File: src/rtl/elbc_pkg.sv
// ----------------------------------------------------------------------------
// elbc_pkg: shared types, constants and byte tables
// Exp/log tables (base 45 mod 257), key schedule constants and the bytewise
// dot and inverse dot helpers used by the round cells.
// ----------------------------------------------------------------------------
package elbc_pkg;

    localparam int unsigned DEF_ROUNDS = 12;
    localparam int unsigned REG_IDX_W  = 1;
    localparam logic [REG_IDX_W-1:0] REG_KEY_HIGH = 1'b0;
    localparam logic [REG_IDX_W-1:0] REG_KEY_LOW  = 1'b1;

    localparam logic [63:0] SCHED_L_STEP = 64'h9e3779b97f4a7151;
    localparam logic [63:0] SCHED_K_INIT = 64'h8aed2a6bb7e15162;
    localparam logic [63:0] SCHED_K_STEP = 64'h7c159e3779b97f4a;

    // data carried from cell to cell
    typedef struct packed {
        logic        vld;
        logic        mode;
        logic [63:0] h;
        logic [63:0] l;
    } t_blk;

    // exp table, entry 128 (value 256) stored as zero
    function automatic logic [7:0] f_exp(input logic [7:0] i_x);
        logic [8:0] v;
        v = 9'd1;
        for (int k = 0; k < 256; k++) begin
            if (k[7:0] == i_x) begin
                return v[7:0];
            end
            v = 9'((17'(v) * 17'd45) % 17'd257);
        end
        return 8'd0;
    endfunction

    // constant lookup tables built at elaboration
    typedef logic [7:0] t_tab [256];

    function automatic t_tab f_build_exp();
        t_tab t;
        logic [8:0] v;
        v = 9'd1;
        for (int k = 0; k < 256; k++) begin
            t[k] = v[7:0];
            v = 9'((17'(v) * 17'd45) % 17'd257);
        end
        return t;
    endfunction

    function automatic t_tab f_build_log();
        t_tab t;
        t_tab e;
        e = f_build_exp();
        for (int k = 0; k < 256; k++) begin
            t[e[k]] = 8'(k);
        end
        return t;
    endfunction

    localparam t_tab EXP_TAB = f_build_exp();
    localparam t_tab LOG_TAB = f_build_log();

    function automatic logic [63:0] f_dot(input logic [63:0] i_b, input logic [63:0] i_c);
        logic [63:0] r;
        for (int j = 0; j < 8; j++) begin
            r[8*j +: 8] = EXP_TAB[i_b[8*j +: 8]] ^ EXP_TAB[i_c[8*j +: 8]];
        end
        return r;
    endfunction

    function automatic logic [63:0] f_inv_dot(input logic [63:0] i_a, input logic [63:0] i_c);
        logic [63:0] r;
        for (int j = 0; j < 8; j++) begin
            r[8*j +: 8] = LOG_TAB[i_a[8*j +: 8] ^ EXP_TAB[i_c[8*j +: 8]]];
        end
        return r;
    endfunction

endpackage

File: src/rtl/elbc_sched_cell.sv
// ----------------------------------------------------------------------------
// elbc_sched_cell: one step of the key schedule recurrence
// Takes the running a/b sums and one (l, k) word pair, registers the new
// round key word and hands the sums to the next cell.
// ----------------------------------------------------------------------------
module elbc_sched_cell
    import elbc_pkg::*;
(
    input  logic        i_clk,
    input  logic        i_en,
    input  logic [63:0] i_a,
    input  logic [63:0] i_b,
    input  logic [63:0] i_lw,
    input  logic [63:0] i_kw,
    output logic [63:0] o_a,
    output logic [63:0] o_b
);

    logic [63:0] n_a;
    logic [63:0] n_b;
    logic [63:0] w_s;
    logic [63:0] r_a;
    logic [63:0] r_b;

    // k step then l step with variable shift
    always_comb begin
        n_a = (i_kw + i_a + i_b) << 3;
        w_s = n_a + i_b;
        n_b = (i_lw + n_a + i_b) << w_s[5:0];
    end

    always_ff @(posedge i_clk) begin
        if (i_en) begin
            r_a <= n_a;
            r_b <= n_b;
        end
    end

    assign o_a = r_a;
    assign o_b = r_b;

endmodule

File: config.mk
export PLATFORM = sky130hd
export DESIGN_NAME = elbc_sched_cell
export DESIGN_NICKNAME = d
export VERILOG_FILES = /design/src/rtl/elbc_pkg.sv /design/src/rtl/elbc_sched_cell.sv
export SDC_FILE = /design/constraint.sdc
export NUM_CORES = 1
export LEC_CHECK = 0
export BUFFER_PORTS_ARGS = -buffer_cell sky130_fd_sc_hd__buf_4
export CAP_MARGIN = 20
export CORE_MARGIN = 5
export CORE_UTILIZATION = 40
export CTS_CLUSTER_DIAMETER = 80
export DETAILED_ROUTE_END_ITERATION = 16
export GPL_TIMING_DRIVEN = 1
export PLACE_DENSITY = 0.68
export RECOVER_POWER = 25
export SYNTH_ARGS = -nofsm -noshare
export SYNTH_HDL_FRONTEND = slang
export SYNTH_SLANG_ARGS = --single-unit
File: constraint.sdc
create_clock -name i_clk -period 9.2 [get_ports i_clk]
set_clock_uncertainty 0.05 [all_clocks]
set_input_delay 0.92 -clock i_clk [delete_from_list [all_inputs] [get_ports i_clk]]
set_output_delay 0.92 -clock i_clk [all_outputs]
set_load 0.02 [all_outputs]
Yosys cells after proc, flatten, opt, wreduce, memory -nomap -nowiden
Cells that the tools add are included.
{"block": "word_totals", "ff_bits": 125, "inputBits": 258, "out_inout_bits": 128, "wordCells": 8}
{"block": "op_classes", "addsub": 5, "shifts": 1}
{"op": "$add A64 B64 Y64", "count": 2}
{"op": "$add A61 B61 Y61", "count": 2}
{"op": "$shl A64 B6 Y64", "count": 1}
{"op": "$add A6 B6 Y6", "count": 1}

Depth between registers and ports, before layout
{"block": "logic_depth", "word_depth": 5, "ltp_mapped": 35, "ltp_nobuf": 31}

Worst setup path after synthesis
Ideal clock, no wire load.
{"block": "synth_timing", "path_type": "input to register", "startpoint": "input port i_b[1]", "endpoint": "register r_b[63], in the netlist o_b[63], data pin", "setup_time_ns": 0.264, "t_arrival_ns": 8.782, "required_ns": 8.886, "path_slack_ns": 0.105, "path_stages": 35, "path_buffers": 4, "cell_sequence": "clkbuf_1 > inv_1 > buf_1 > clkbuf_1 > buf_1 > fa_1 > inv_1 > ha_1 > fa_1 > a21o_1 > a21oi_1 > o31ai_4 > a21oi_1 > o31ai_2 > a21oi_2 > o21bai_1 > a21oi_1 > o21ai_0 > or3b_2 > a31oi_1 > xnor2_1 > fa_1 > ha_1 > a21oi_1 > o21bai_1 > a21oi_1 > nand2_1 > a2111oi_4 > nor4_1 > o41ai_2 > nand2b_1 > a21oi_2 > xnor3_1 > a221oi_2 > nor4_2"}
{"block": "synth_via", "elab_chain_cells": 4, "word_cells_on_any_way": 5, "cone_classes": "add/sub (4); shift (1)"}
{"element": "start, declared", "line_no": "elbc_sched_cell.sv:12", "text": "input logic [63:0] i_b,"}
{"element": "$add A61 B61 Y61", "line_no": "elbc_sched_cell.sv:27", "text": "n_a = (i_kw + i_a + i_b) << 3;"}
{"element": "via n_a[48]", "line_no": "elbc_sched_cell.sv:19", "text": "logic [63:0] n_a;"}
{"element": "$add A64 B64 Y64 (2 in a row)", "line_no": "elbc_sched_cell.sv:29", "text": "n_b = (i_lw + n_a + i_b) << w_s[5:0];"}
{"element": "$shl A64 B6 Y64", "line_no": "elbc_sched_cell.sv:29"}
{"element": "via n_b[63]", "line_no": "elbc_sched_cell.sv:20", "text": "logic [63:0] n_b;"}
{"element": "end signal, assigned", "line_no": "elbc_sched_cell.sv:35", "text": "r_b <= n_b;"}
{"element": "end, declared", "line_no": "elbc_sched_cell.sv:23", "text": "logic [63:0] r_b;"}
The timed path passes the listed nets, and every way through them passes these cells.
A chain may end at the register's enable or synchronous reset.

Final worst setup path
Same ends and word-level chain as after synthesis.

==> PnR_summary.wiki <==
{| class="wikitable"
! Metric !! Value
|-
| Area grow syn2layout || 20.4%
|-
| Largest net degree at the start of global routing || 66
|-
| Failing checks || max-capacitance violations, max-slew violations
|-
| Initial drt markers || 1120
|-
| Post-synthesis instance area || roughly 19000 sq um
|-
| Gp weighted congestion || 0.929
|-
| Fin Setup TNS || 0 ns
|-
| Worst slack, placed || between 0.3 and 0.4 ns
|-
| Least-Margin Pin Slew || 3.90 ns
|-
| Detailed-routing iteration count for the pre-antenna-repair pass || 5
|-
| Slowest stage cell on the critical path || sky130_fd_sc_hd__nor3b_1
|-
| Total count of hold-check failures in the final report || 0
|-
| Required time of the critical path || about 9.4 ns
|-
| Final worst-path cycle share || between 90% and 100%
|-
| Per-cell routed wire length || 21.2 microns
|-
| WL final || about 63 mm
|-
| Fraction of layout cells with a size suffix above 1 || 23.2%
|-
| Wire length of the first global-routing pass || 96.8 mm
|-
| Clock tree from TritonCTS || yes
|-
| Number of flops mapped to enable cells by yosys || 125
|-
| Worst rel slew slack || -160%
|-
| Result of the run || finished with violations
|-
| Share of the synthesized area in the top cell type || 20.3%
|-
| Critical path arrival || 8.70 ns
|-
| Io pins || 386
|-
| Root Buffer || sky130_fd_sc_hd__clkbuf_16
|-
| Total of cells resized after clock tree synthesis || 0
|-
| FP Rows || between 70 and 80
|-
| Gr ovfl total || 0
|-
| Initial antenna violation count || 0
|-
| Max Transition Viols Final || 63
|-
| Kind of cell with the highest combined delay on the critical path || compound AO/OA/AOI/OAI gates
|-
| HP Class || input port to flop
|-
| Number of remaining DRC errors || 0
|-
| Core area || 45600 sq um
|-
| Count of buffers from port buffering || 376
|-
| Cell repeated most along the worst path || sky130_fd_sc_hd__a21oi_1
|-
| Number of antenna repair diodes || 0
|-
| Die Height || 225 microns
|-
| Synthesized netlist cell count || 2028
|-
| Pwr/cell area || 438 nW/um^2
|-
| DIE AREA || about 51000 sq um
|-
| Final Critical Period || 8.48 ns
|-
| Final net count || 2848
|-
| Kind of start point of the critical path || input port
|-
| Hold wc startpoint || i_kw[0]
|-
| Initial Util || 40.6%
|-
| Count of buffers added by post-CTS timing repair for setup || 0
|-
| DP Area || approximately 22000 sq um
|-
| Leak Pwr || 0.00936 uW
|-
| GR Util All Layers || 24.2%
|-
| Number of cells on the critical path || 32
|-
| Ranking of synthesized cells by instance count || sky130_fd_sc_hd__a21oi_1 (190), sky130_fd_sc_hd__nand2_1 (183), sky130_fd_sc_hd__nor2_1 (153)
|-
| Setup repair after global routing missed its margin || no
|-
| Final cell count without fillers || 2955
|-
| Most frequent cell after synthesis || sky130_fd_sc_hd__a21oi_1
|-
| Crit path buffers/inverters || 4
|-
| Crit. End Element || flop
|-
| Post-DP HPWL || 52.2 mm
|-
| CTS HTree Levels || 4
|-
| Count of cell types in the netlist || 113
|-
| Maximum clock frequency || 118 MHz
|-
| Crit Path Max Fanout || 9
|-
| Cell area after layout || 22300 sq um
|-
| Syn avg cell area || roughly 9.1 sq um
|-
| Via count of the first global-routing pass || 17100
|-
| Number of warnings reported in the yosys synthesis log || 0
|-
| Cell type contributing the most total cell area after synthesis || sky130_fd_sc_hd__edfxtp_1
|-
| Placed Cells incl. Taps || 2924
|-
| Top area cells in the synthesized netlist || sky130_fd_sc_hd__edfxtp_1 (20%), sky130_fd_sc_hd__fa_1 (13%), sky130_fd_sc_hd__ha_1 (8.4%), sky130_fd_sc_hd__a21oi_1 (5.1%), sky130_fd_sc_hd__nand2_1 (3.7%)
|-
| CP endpoint || o_b[63]$_DFFE_PP_
|-
| Horizontal die dimension || roughly 230 microns
|-
| Maximum single-stage delay on the critical path || 0.55 ns
|-
| Layout fillers || 4387
|-
| Crit. Startpoint || i_b[1]
|-
| Number of routed nets with antenna violations || 0
|-
| Per-cell via count in the routed design || 5.81
|-
| Proportion of synthesized chip area in sequential cells || 20.3%
|-
| Finished Core Util || 48.9%
|-
| Largest vdd supply drop || 178 uV
|-
| Clock tree sinks || around 130
|-
| Vias post-DR || 17200
|-
| Share of flip-flops with an asynchronous set or reset after synthesis || 0%
|-
| Total of hold buffers inserted after clock tree synthesis || 0
|-
| Register clock-pin slew on the reported worst setup and hold paths || approximately 0.060 ns
|-
| Setup Viol. Count Final || 0
|-
| Buffer depth of the longest clock path || 2
|-
| Classification of the worst setup path || input port to flop
|-
| FF+latch count, synth || 125
|-
| Flip-flop cell with the highest count after synthesis || sky130_fd_sc_hd__edfxtp_1
|-
| Final critical-path setup slack || 0.719 ns
|-
| Number of buffers created by CTS || 17
|-
| Number of maximum-capacitance constraint violations || 1
|}
## stage by stage
stage                     power, uW  hold slack [ns]
after detailed placement       9020             1.30
final                          9770            0.823
after CTS                      9760            0.788
after global routing          10500            0.802
after floorplan                6680            0.982
after global placement         8950             1.29
## kinds of logic (layout without fill, tap and decap cells)
group | after synthesis | count (layout) | synth area share (%)
multiplexers | 124 | 124 | 8.89
other | 1 | 3 | 0.0203
flip-flops | 125 | 125 | 20.3
AO/OA/AOI/OAI | 655 | 655 | 24.5
adder cells (fa/ha/maj) | 247 | 247 | 21.7
buffers and inverters | 202 | 527 | 4.45
AND/OR/NAND/NOR | 554 | 554 | 14.4
XOR/XNOR | 120 | 120 | 5.79
## sequential cells by signal, summed over array words and instances (netlist names)
name,count
o_a,61
o_b,64
## routing by layer
layer	wire (microns)	vias to the layer above	GRT usage, %	share of wire, %
met5	0	-	0	0
met4	1070	0	5.53	1.7
met3	3920	59	4.08	6.2
met2	30500	627	41.0	49
met1	27300	8306	32.6	43
li1	-	8190	-	-
## cell usage in the layout (no fill, tap or decap), types with 8 or more instances in the layout
master	synthesis	final
sky130_fd_sc_hd__o21ai_1	16	16
sky130_fd_sc_hd__o21a_1	23	23
sky130_fd_sc_hd__clkbuf_1	66	32
sky130_fd_sc_hd__clkbuf_16	0	17
sky130_fd_sc_hd__a2111oi_0	9	9
sky130_fd_sc_hd__nor2_1	153	153
sky130_fd_sc_hd__mux2_2	30	30
sky130_fd_sc_hd__o22ai_1	11	11
sky130_fd_sc_hd__nand4_1	40	40
sky130_fd_sc_hd__or3_1	15	15
sky130_fd_sc_hd__mux2i_1	64	64
sky130_fd_sc_hd__o21bai_1	19	19
sky130_fd_sc_hd__ha_1	124	123
sky130_fd_sc_hd__nor3_1	32	32
sky130_fd_sc_hd__nor2b_1	11	11
sky130_fd_sc_hd__mux4_2	29	29
sky130_fd_sc_hd__buf_4	6	370
sky130_fd_sc_hd__a31oi_1	20	20
sky130_fd_sc_hd__a22oi_1	8	8
sky130_fd_sc_hd__nand2b_1	15	15
sky130_fd_sc_hd__a21oi_1	190	190
sky130_fd_sc_hd__a211oi_1	21	21
sky130_fd_sc_hd__o21ai_0	110	110
sky130_fd_sc_hd__and3_1	10	10
sky130_fd_sc_hd__and2_1	16	16
sky130_fd_sc_hd__o31ai_1	12	12
sky130_fd_sc_hd__nand2_1	183	183
sky130_fd_sc_hd__a21o_1	62	62
sky130_fd_sc_hd__inv_1	90	89
sky130_fd_sc_hd__fa_1	123	123
sky130_fd_sc_hd__a21oi_2	13	13
sky130_fd_sc_hd__xnor2_1	75	73
sky130_fd_sc_hd__o211ai_1	17	17
sky130_fd_sc_hd__nand3_1	33	33
sky130_fd_sc_hd__edfxtp_1	125	125
sky130_fd_sc_hd__a211o_1	8	8
sky130_fd_sc_hd__xor2_1	43	43
## worst min path at each step
stage	to	slack, ns	cells after the start
6_report	o_a[3]$_DFFE_PP_	0.82	2
3_5_place_dp	o_a[3]$_DFFE_PP_	1.30	2
3_3_place_gp	o_a[3]$_DFFE_PP_	1.29	2
4_1_cts	o_a[3]$_DFFE_PP_	0.79	2
2_1_floorplan	o_a[10]$_DFFE_PP_	0.98	0
5_1_grt	o_a[3]$_DFFE_PP_	0.80	2
## power breakdown
part	switching, uW	internal (uW)	total [uW]
clock	312	380	691
sequential	71.9	958	1030
combinational	4950	3100	8050
total	5330	4440	9770
## layout make-up
type | instances | area, sq um | share of cell area, %
repair buffers | 403 | 2910 | 13.0
clock buffers | 17 | 425 | 1.91
flip-flops and latches | 125 | 3750 | 16.8
inverters | 93 | 349 | 1.57
clock inverters | 14 | 148 | 0.662
well taps | 600 | 751 | 3.37
multi-input cells | 1703 | 14000 | 62.6
No activity file was read; power rests on OpenSTA's default activity.
